[config.mk]
export PLATFORM = sky130hd
export DESIGN_NAME = lru_key_value_cache_core
export DESIGN_NICKNAME = d
export VERILOG_FILES = /design/src/rtl/lkvc_pkg.sv /design/src/rtl/lkvc_store.sv /design/src/rtl/lru_key_value_cache_core.sv
export SDC_FILE = /design/constraint.sdc
export NUM_CORES = 2
export LEC_CHECK = 0
export BUFFER_PORTS_ARGS = -buffer_cell sky130_fd_sc_hd__buf_2
export CORE_MARGIN = 1.5
export CORE_UTILIZATION = 55
export DETAILED_ROUTE_END_ITERATION = 10
export PLACE_DENSITY = 0.78
export SETUP_SLACK_MARGIN = 0.5
export SYNTH_ARGS = -nofsm -noshare
export SYNTH_HDL_FRONTEND = slang
export SYNTH_SLANG_ARGS = --single-unit
export TNS_END_PERCENT = 5
[constraint.sdc]
create_clock -name clk -period 4.44 [get_ports clk]
set_clock_uncertainty 0.05 [all_clocks]
set_input_delay 1.332 -clock clk [delete_from_list [all_inputs] [get_ports clk]]
set_output_delay 1.332 -clock clk [all_outputs]
set_load 0.01 [all_outputs]
[src/rtl/lkvc_pkg.sv]
package lkvc_pkg;

  localparam int KEY_BITS = 32;
  localparam int VALUE_BITS = 32;
  localparam int ENTRIES_DEF = 16;
  localparam int CAP_BITS = 5;
  localparam logic [CAP_BITS-1:0] CAP_RESET = 5'd16;

  localparam logic CMD_GET = 1'b0;
  localparam logic CMD_SET = 1'b1;

  typedef struct packed {
    logic                         cmd;
    logic signed [KEY_BITS-1:0]   key;
    logic signed [VALUE_BITS-1:0] data_in;
  } req_t;

  typedef struct packed {
    logic                         hit;
    logic signed [VALUE_BITS-1:0] data_out;
    logic                         evicted;
    logic signed [KEY_BITS-1:0]   evicted_key;
  } rsp_t;

  typedef enum logic [2:0] {
    ST_IDLE,
    ST_SCAN,
    ST_DRAIN,
    ST_DECIDE,
    ST_EVICT
  } state_t;

endpackage

[src/rtl/lkvc_store.sv]
module lkvc_store
  import lkvc_pkg::*;
#(
  parameter int ENTRIES = ENTRIES_DEF,
  parameter int IW = (ENTRIES > 1) ? $clog2(ENTRIES) : 1
) (
  input  logic                  clk,
  input  logic                  wr_key_en,
  input  logic                  wr_val_en,
  input  logic [IW-1:0]         wr_addr,
  input  logic [KEY_BITS-1:0]   wr_key,
  input  logic [VALUE_BITS-1:0] wr_val,
  input  logic [IW-1:0]         rd_addr,
  output logic [KEY_BITS-1:0]   rd_key,
  output logic [VALUE_BITS-1:0] rd_val
);

  logic [KEY_BITS-1:0]   key_mem [ENTRIES];
  logic [VALUE_BITS-1:0] val_mem [ENTRIES];

  always_ff @(posedge clk) begin
    if (wr_key_en) begin
      key_mem[wr_addr] <= wr_key;
    end
    rd_key <= key_mem[rd_addr];
  end

  always_ff @(posedge clk) begin
    if (wr_val_en) begin
      val_mem[wr_addr] <= wr_val;
    end
    rd_val <= val_mem[rd_addr];
  end

endmodule

[src/rtl/lru_key_value_cache_core.sv]
// A word's result strobes once the scan of all entries, the drain state and the decide
// state are through, and the evict state too when a set has to evict the least recent entry.
// The core takes one word at a time; its pace is set by the scan of the key memory
// through its single read port, one entry per cycle.
// Reset clears the valid marks, ranks, count and state, and sets capacity to 16.
// Results cannot be held off by the receiver; done is high for one cycle per word.
module lru_key_value_cache_core
  import lkvc_pkg::*;
#(
  parameter int ENTRIES = ENTRIES_DEF
) (
  input  logic                clk,
  input  logic                rst,
  input  logic                start,
  output logic                busy,
  input  req_t                req,
  output logic                done,
  output rsp_t                rsp,
  input  logic                cfg_we,
  input  logic [CAP_BITS-1:0] cfg_data
);

  localparam int IW = (ENTRIES > 1) ? $clog2(ENTRIES) : 1;
  localparam int CW = $clog2(ENTRIES + 1);
  localparam int EW = (CW > CAP_BITS) ? CW : CAP_BITS;
  localparam logic [IW-1:0] LAST_IDX = IW'(ENTRIES - 1);
  localparam logic [EW-1:0] ENT_EXT = EW'(ENTRIES);

  state_t state, state_next;

  logic [CAP_BITS-1:0] capacity;
  req_t                cur;
  logic [IW-1:0]       scan_idx;
  logic [IW-1:0]       cmp_idx;
  logic                cmp_vld;
  logic                found;
  logic [IW-1:0]       found_idx;
  logic [VALUE_BITS-1:0] found_val;
  logic [IW-1:0]       found_age;
  logic                free_ok;
  logic [IW-1:0]       free_idx;
  logic                vic_ok;
  logic [IW-1:0]       vic_idx;
  logic [ENTRIES-1:0]  entry_valid;
  logic [IW-1:0]       entry_age [ENTRIES];
  logic [CW-1:0]       entry_count;

  logic [KEY_BITS-1:0]   rd_key;
  logic [VALUE_BITS-1:0] rd_val;
  logic [IW-1:0]         rd_addr;
  logic                  wr_key_en;
  logic                  wr_val_en;
  logic [IW-1:0]         wr_addr;

  logic [EW-1:0] cap_ext;
  logic [EW-1:0] cap_eff;
  logic [EW-1:0] count_ext;
  logic          full;
  logic          room_after_evict;

  logic    touch_en;
  logic    ins_en;
  logic    evict_en;
  logic [IW-1:0] ins_idx;
  logic    rsp_load;
  rsp_t    rsp_next;

  assign cap_ext = EW'(capacity);
  assign cap_eff = (cap_ext > ENT_EXT) ? ENT_EXT : cap_ext;
  assign count_ext = EW'(entry_count);
  assign full = count_ext >= cap_eff;
  assign room_after_evict = (count_ext - EW'(1)) < cap_eff;
  assign busy = (state != ST_IDLE);

  lkvc_store #(
    .ENTRIES (ENTRIES),
    .IW      (IW)
  ) u_store (
    .clk       (clk),
    .wr_key_en (wr_key_en),
    .wr_val_en (wr_val_en),
    .wr_addr   (wr_addr),
    .wr_key    (cur.key),
    .wr_val    (cur.data_in),
    .rd_addr   (rd_addr),
    .rd_key    (rd_key),
    .rd_val    (rd_val)
  );

  always_comb begin
    state_next = state;
    unique case (state)
      ST_IDLE: begin
        if (start) begin
          state_next = ST_SCAN;
        end
      end
      ST_SCAN: begin
        if (scan_idx == LAST_IDX) begin
          state_next = ST_DRAIN;
        end
      end
      ST_DRAIN: begin
        state_next = ST_DECIDE;
      end
      ST_DECIDE: begin
        if (!found && cur.cmd == CMD_SET && full && vic_ok) begin
          state_next = ST_EVICT;
        end else begin
          state_next = ST_IDLE;
        end
      end
      ST_EVICT: begin
        state_next = ST_IDLE;
      end
      default: begin
        state_next = ST_IDLE;
      end
    endcase
  end

  always_comb begin
    rd_addr   = scan_idx;
    wr_key_en = 1'b0;
    wr_val_en = 1'b0;
    wr_addr   = found_idx;
    touch_en  = 1'b0;
    ins_en    = 1'b0;
    evict_en  = 1'b0;
    ins_idx   = free_idx;
    rsp_load  = 1'b0;
    rsp_next  = '0;
    unique case (state)
      ST_DECIDE: begin
        rd_addr  = vic_idx;
        rsp_load = 1'b1;
        if (found) begin
          touch_en     = 1'b1;
          rsp_next.hit = 1'b1;
          if (cur.cmd == CMD_SET) begin
            wr_val_en = 1'b1;
          end else begin
            rsp_next.data_out = found_val;
          end
        end else if (cur.cmd == CMD_SET && !full) begin
          ins_en    = 1'b1;
          wr_key_en = 1'b1;
          wr_val_en = 1'b1;
          wr_addr   = free_idx;
        end else if (cur.cmd == CMD_SET && vic_ok) begin
          rsp_load = 1'b0;
        end
      end
      ST_EVICT: begin
        rsp_load             = 1'b1;
        evict_en             = 1'b1;
        rsp_next.evicted     = 1'b1;
        rsp_next.evicted_key = rd_key;
        ins_idx = (free_ok && free_idx < vic_idx) ? free_idx : vic_idx;
        if (room_after_evict) begin
          ins_en    = 1'b1;
          wr_key_en = 1'b1;
          wr_val_en = 1'b1;
          wr_addr   = ins_idx;
        end
      end
      default: begin
        rd_addr = scan_idx;
      end
    endcase
  end

  always_ff @(posedge clk) begin
    if (rst) begin
      state    <= ST_IDLE;
      capacity <= CAP_RESET;
      done     <= 1'b0;
      cmp_vld  <= 1'b0;
    end else begin
      state   <= state_next;
      done    <= rsp_load;
      cmp_vld <= (state == ST_SCAN);
      if (cfg_we) begin
        capacity <= cfg_data;
      end
    end
  end

  always_ff @(posedge clk) begin
    if (rsp_load) begin
      rsp <= rsp_next;
    end
    if (state == ST_IDLE) begin
      cur      <= req;
      scan_idx <= '0;
      found    <= 1'b0;
      free_ok  <= 1'b0;
      vic_ok   <= 1'b0;
    end else begin
      if (state == ST_SCAN && scan_idx != LAST_IDX) begin
        scan_idx <= scan_idx + IW'(1);
      end
      if (state == ST_SCAN) begin
        cmp_idx <= scan_idx;
      end
      if (cmp_vld) begin
        if (entry_valid[cmp_idx] && rd_key == cur.key && !found) begin
          found     <= 1'b1;
          found_idx <= cmp_idx;
          found_val <= rd_val;
          found_age <= entry_age[cmp_idx];
        end
        if (!entry_valid[cmp_idx] && !free_ok) begin
          free_ok  <= 1'b1;
          free_idx <= cmp_idx;
        end
        if (entry_valid[cmp_idx] && CW'(entry_age[cmp_idx]) == entry_count - CW'(1)) begin
          vic_ok  <= 1'b1;
          vic_idx <= cmp_idx;
        end
      end
    end
  end

  always_ff @(posedge clk) begin
    if (rst) begin
      entry_valid <= '0;
      entry_count <= '0;
      for (int i = 0; i < ENTRIES; i++) begin
        entry_age[i] <= '0;
      end
    end else begin
      for (int i = 0; i < ENTRIES; i++) begin
        if (touch_en) begin
          if (IW'(i) == found_idx) begin
            entry_age[i] <= '0;
          end else if (entry_valid[i] && entry_age[i] < found_age) begin
            entry_age[i] <= entry_age[i] + IW'(1);
          end
        end else if (ins_en && IW'(i) == ins_idx) begin
          entry_valid[i] <= 1'b1;
          entry_age[i]   <= '0;
        end else if (evict_en && IW'(i) == vic_idx) begin
          entry_valid[i] <= 1'b0;
          entry_age[i]   <= '0;
        end else if (ins_en && entry_valid[i]) begin
          entry_age[i] <= entry_age[i] + IW'(1);
        end
      end
      if (ins_en && !evict_en) begin
        entry_count <= entry_count + CW'(1);
      end else if (evict_en && !ins_en) begin
        entry_count <= entry_count - CW'(1);
      end
    end
  end

`ifndef NO_ASSERTIONS
  a_done_after_busy: assert property (@(posedge clk) disable iff (rst)
    done |-> $past(busy))
    else $error("result strobe without a word in progress");

  a_count_bound: assert property (@(posedge clk) disable iff (rst)
    CW'(entry_count) <= CW'(ENTRIES))
    else $error("entry count exceeds the number of entries");

  a_count_matches_valid: assert property (@(posedge clk) disable iff (rst)
    !busy |-> ($countones(entry_valid) == int'(entry_count)))
    else $error("entry count disagrees with the valid marks");

  a_evict_not_hit: assert property (@(posedge clk) disable iff (rst)
    (done && rsp.evicted) |-> !rsp.hit)
    else $error("eviction reported on a hit");
`endif

endmodule
# Word level (Yosys, flattened, before mapping)

Memories as Yosys holds them, arrays and structs flattened. A register that Yosys moved wholly into a read port is not among the register bits.
Index checks and enable logic that the tools add are counted.

Register bits: 221
Memory bits (writable): 1088
Input port bits: 74
Output and inout bits: 68
Memories: 3

Add/subtract/negate cells: 19
Magnitude comparators: 21
Equality and inequality tests: 55
Mux-type cells: 536
Bitwise logic cells: 84
Reductions and logical operators: 130

Memory list:

| name            | depth | bits a word | rd ports | clocked after Yosys merged registers in | write ports | RTL line                       | RTL |
|---|---|---|---|---|---|---|---|
| u_store.key_mem | 16    | 32          | 1        | 1                                       | 1           | lkvc_store.sv:18               | `logic [KEY_BITS-1:0] key_mem [ENTRIES];` |
| u_store.val_mem | 16    | 32          | 1        | 1                                       | 1           | lkvc_store.sv:19               | `logic [VALUE_BITS-1:0] val_mem [ENTRIES];` |
| entry_age       | 16    | 4           | 17       | 1                                       | 16          | lru_key_value_cache_core.sv:45 | `logic [IW-1:0] entry_age [ENTRIES];` |

Operator list:

| cell                                                             | number |
|---|---|
| 1-bit 2-to-1 mux                                                 | 434 |
| 4-bit 2-to-1 mux                                                 | 87 |
| 4-bit == test (first input constant)                             | 24 |
| 1-bit bitwise OR                                                 | 80 |
| 1-bit logical AND                                                | 77 |
| 4-bit by 1-bit adder with 4-bit output (second input constant)   | 17 |
| 4-bit less-than comparator                                       | 17 |
| 33-bit 2-to-1 mux                                                | 2 |
| 3-bit by 4-bit == test with 1-bit output (first input constant)  | 12 |
| 2-bit AND reduction                                              | 21 |
| 2-bit nonzero test                                               | 17 |
| 32-bit == test                                                   | 1 |
| 32-bit 2-to-1 mux                                                | 1 |
| 2-bit by 4-bit == test with 1-bit output (first input constant)  | 6 |
| 5-bit 2-to-1 mux                                                 | 3 |
| 1-bit by 4-bit == test with 1-bit output (first input constant)  | 3 |
| 4-bit zero test                                                  | 3 |
| 3-bit one-hot mux with 4 select lines                            | 1 |
| 3-bit 2-to-1 mux                                                 | 3 |
| 3-bit AND reduction                                              | 3 |
| 4-bit one-hot mux with 2 select lines                            | 1 |
| 3-bit by 2-bit == test with 1-bit output (second input constant) | 2 |
| 1-bit zero test                                                  | 6 |
| 1-bit one-hot mux with 2 select lines                            | 3 |
| other kinds (17)                                                 | 21 |

# Longest topological paths before layout

Depth after elaboration: 16
Depth in mapped cells: 16
Gate-level depth less buffers: 15

# By module

A second synthesis with hierarchy kept.

Cells, all modules: 2806
Area, all modules: 53978.0 um^2

Modules (own cells, without submodules):

| module                   | instances | cells each | area each (um^2) | seq. area each (um^2) |
|---|---|---|---|---|
| lkvc_store               | 1         | 1672       | 39655.5          | 32030.7 |
| lru_key_value_cache_core | 1         | 1134       | 14322.5          | 8257.9 |

# Least setup slack after synthesis

Ideal clock, no wire load.

Path kind: register -> register
Start point: register entry_count[0] (netlist: count_ext[0])
End point: memory u_store.val_mem[9][0] (enable)
Setup time: 0.421 ns
Arrival: 4.447 ns
Data required time: 3.969 ns
Slack: -0.478 ns
Cell stages (with the launch flop): 15
Cells stage by stage: dfxtp_1 inv_1 ha_1 nor3b_1 xor2_1 ha_1 and2_1 a221oi_2 and3_1 buf_6 a31oi_1 a211oi_2 buf_4 nand2_1 nor2_1

Cells in the longest elaborated chain, start to end: 8
Elaborated cells on any way between the ends: 15

Ends and longest elaborated chain:

| element                                                                                             | RTL line                        | RTL |
|---|---|---|
| start, declared                                                                                     | lru_key_value_cache_core.sv:46  | `logic [CW-1:0] entry_count;` |
| start signal, assigned                                                                              | lru_key_value_cache_core.sv:251 | `entry_count <= entry_count + CW'(1);` |
| start signal, assigned                                                                              | lru_key_value_cache_core.sv:253 | `entry_count <= entry_count - CW'(1);` |
| parallel branches: the longest is 8 deep, another holds 5-bit by 1-bit subtractor with 5-bit output | -                               |  |
| end, declared                                                                                       | lkvc_store.sv:19                |  |

Parallel ways; which one is timed is not known.

# Worst setup path after layout

Start point: register entry_count[1] (netlist: count_ext[1])
End point: memory u_store.key_mem[15][22] (enable)

Cells in the longest elaborated chain, start to end: 8
Elaborated cells on any way between the ends: 15

Ends and longest elaborated chain:

| element                                                                                             | RTL line |
|---|---|
| parallel branches: the longest is 8 deep, another holds 5-bit by 1-bit subtractor with 5-bit output | - |
| end, declared                                                                                       | lkvc_store.sv:18 |

Parallel ways; which one is timed is not known.

==> results.toml <==
[pwr]
leakagePower_uw = 0.0213
p_int_uw = 22600
power.density_nw_per_um2 = 467
total_power_uw = 29600
power_frac_clock_pct = 40.8
pwr-share-seq_pct = 51.6
switching_power_uw = 7060
comb_power_share_pct = 7.6
p_sw_share_pct = 23.8
vdd_drop_max_uv = 392

[worst_hold_path]
hp-class = "reg -> reg"
min_path_cells = 0

[finish]
multi_input_area_um2 = 13900
final_cell_mix = "1271 x edfxtp_1, 280 x mux4_2, 164 x nand2_1"
nets = 3355
regArea_um2 = 40300
layout_commonest_cell = "edfxtp_1"
final_util_pct = 64.6
fin_area_um2 = 63500
syn_to_final_growth_pct = 16.6
fillCellCount = 6151
drive_gt1_share_pct = 26.6

[critical_path]
worst-setup-path-type = "reg -> reg"
startpoint_type = "flip-flop"
cp_slowest_cell = "a211o_4"
arrival_ps = 4310
required_ps = 4860
slowest_delay_ps = 420
worstRegToRegCells = 13
critical_path.top_delay_family = "simple AND/OR/NAND/NOR gates"
end_kind = "flip-flop"
crit_fanout = 16
path_depth = 13
crit_buf_inv = 4
crit_chain = "inv_2, ha_4, nor3b_4, xor2_2, ha_1, buf_4, a221oi_4, and3_4, a31oi_4, a211o_4, or3_4, clkinv_2, bufbuf_16"

[yosys]
async_flop_share_pct = 0
syn-cell-area_um2 = 54400
yosys_warnings = 0
synth-edff-count = 1271
ys_seq_area_share_pct = 74.0
syn_area_per_cell_um2 = 18.8
synth-xor-area-share_pct = 1.26
synth.net_count = 3048
synthSimpleGateAreaFrac_pct = 5.74
synth-seq-cells = 1377
synth_cell_types = 76
synth_top_family_by_area = "multiplexers"
synth_fa_ha_area_share_pct = 1.86
synth-compound-area-share_pct = 3.84
synthMuxAreaShare_pct = 11.9
synthFlopType = "edfxtp_1"
synth_cells = 2893

[status]
status = "finished clean"

[timing]
fmax_ghz = 0.257
fin_setup_tns_ps = 0
finalSetupViolCount = 0
rsz0062_at_grt = "yes"
fin_crit_sh_pct = 87.8
min_period_ps = 3900
drv_slew = 0
hold_viol_final = 0
worstMarginPinSlew_ps = 1180
slew_headroom_pct = 21.3

[grt]
antenna_found_initial = 2
grt_overflow_total = 0
grt_pass1_vias = 30537
grt_max_degree = 91
grt_usage_pct = 27.2
grt_pass1_wl_um = 202000

[floorplanning]
start_util_pct = 55.4
die_w_um = 318
core_area_um2 = 98300
die_y_um = 318
row_count = 115
io_pins = 142
die_area_um2 = 101000

[route]
drt-initial-drc-count = 4266
drc_errors = 0
firstDrtPassIters = 6
ant_nets = 0
via_per_inst = 6.69
avgRoutedWirePerCell_um = 31.7
routed_wl_um = 146000
vias = 30781

[clock_tree]
cts_htree_levels = 4
clockBufferDepth = 3
postCtsHoldBufs = 0
path_clk_slew_ps = 70
clkSinkCount = 1377
clk_latency_ps = 780
cts_tree = "yes"
numCtsBuffers = 138
cts_root_buf = "clkbuf_16"

[place]
dpl-instance-area_um2 = 57800
place_hpwl_um = 79000
routabilityCongestion = 0.937
io_buffers = 141

[run]
drv_cap = 0
## metrics by stage
step | hold WS [ps] | setup WS [ps] | instances
floorplan | 336 | -23.7 | 2893
global placement | 339 | 221 | 4301
detailed placement | 339 | 210 | 4301
CTS | 355 | 424 | 4564
global route | 362 | 374 | 4602
finish | 355 | 543 | 4603
## metal layers
metal	vias up	wire length (um)	global-route usage, %
met5	-	13	0
met4	2	6040	10.3
met3	397	16000	6.05
met2	2343	70300	42.8
met1	15763	53400	37.5
li1	12276	-	-
## power by group through the flow
stage,clock (uW),combinational [uW],sequential (uW)
5_1_grt,12600,2380,15300
3_3_place_gp,0,2120,15500
2_1_floorplan,0,1490,15300
3_5_place_dp,0,2170,15500
4_1_cts,12100,2220,15300
6_report,12100,2260,15300
## sequential cells by signal (all words and copies together), names as in the netlist, 5 cells and up, named ones only
signal,cells
u_store.key_mem,512
cap_ext,5
found_val,32
entry_age,64
cur,65
u_store.rd_key,32
entry_valid,16
rsp,66
u_store.val_mem,512
count_ext,5
u_store.rd_val,32
## layout make-up
class                   instances  share of cell area [%]
flip-flops and latches       1377                    63.5
multi-input cells            1356                    21.8
clock buffers                 187                    5.98
repair buffers                299                    4.43
well taps                    1287                    2.54
clock inverters                68                    1.49
inverters                      28                   0.229
diodes                          1                 0.00394
## cells by family after synthesis
kind of cell | count (synthesis)
AO/OA/AOI/OAI | 301
XOR/XNOR | 78
adder cells (fa/ha/maj) | 81
buffers and inverters | 161
flip-flops | 1377
multiplexers | 298
AND/OR/NAND/NOR | 597
## final timing paths
check,startpoint,to,slack (ps)
worst min-delay path,u_store.rd_val[23]$_DFF_P_,found_val[23]$_DFFE_PP_,360
worst max register to register,count_ext[1]$_SDFFE_PP0P_,u_store.key_mem[15][22]$_DFFE_PP_,540
worst max-delay path,count_ext[1]$_SDFFE_PP0P_,u_store.key_mem[15][22]$_DFFE_PP_,540
worst min register to register,u_store.rd_val[23]$_DFF_P_,found_val[23]$_DFFE_PP_,360
## Yosys cell counts (all sizes together), types with 23 or more instances
master	instances	area share (%)
edfxtp	1271	70
mux4	280	12
nand2	169	1.2
and2	134	1.5
dfxtp	106	3.9
nor2	97	0.68
ha	81	1.9
clkbuf	78	0.54
a211oi	69	0.97
a31oi	67	0.77
buf	55	0.60
xor2	50	0.80
a21oi	47	0.43
o21ai	37	0.34
nor2b	35	0.40
nand3	34	0.31
nor3	31	0.31
xnor2	28	0.45
inv	26	0.18
nand2b	23	0.26
## repair_timing
item,CTS,global route
setup buffers,7,18
endpoints found under the setup margin,1022,1095
gates cloned,1,20
pin swaps,5,18
gates resized for setup,16,42
Note: power is estimated with default switching activity, not from simulation.
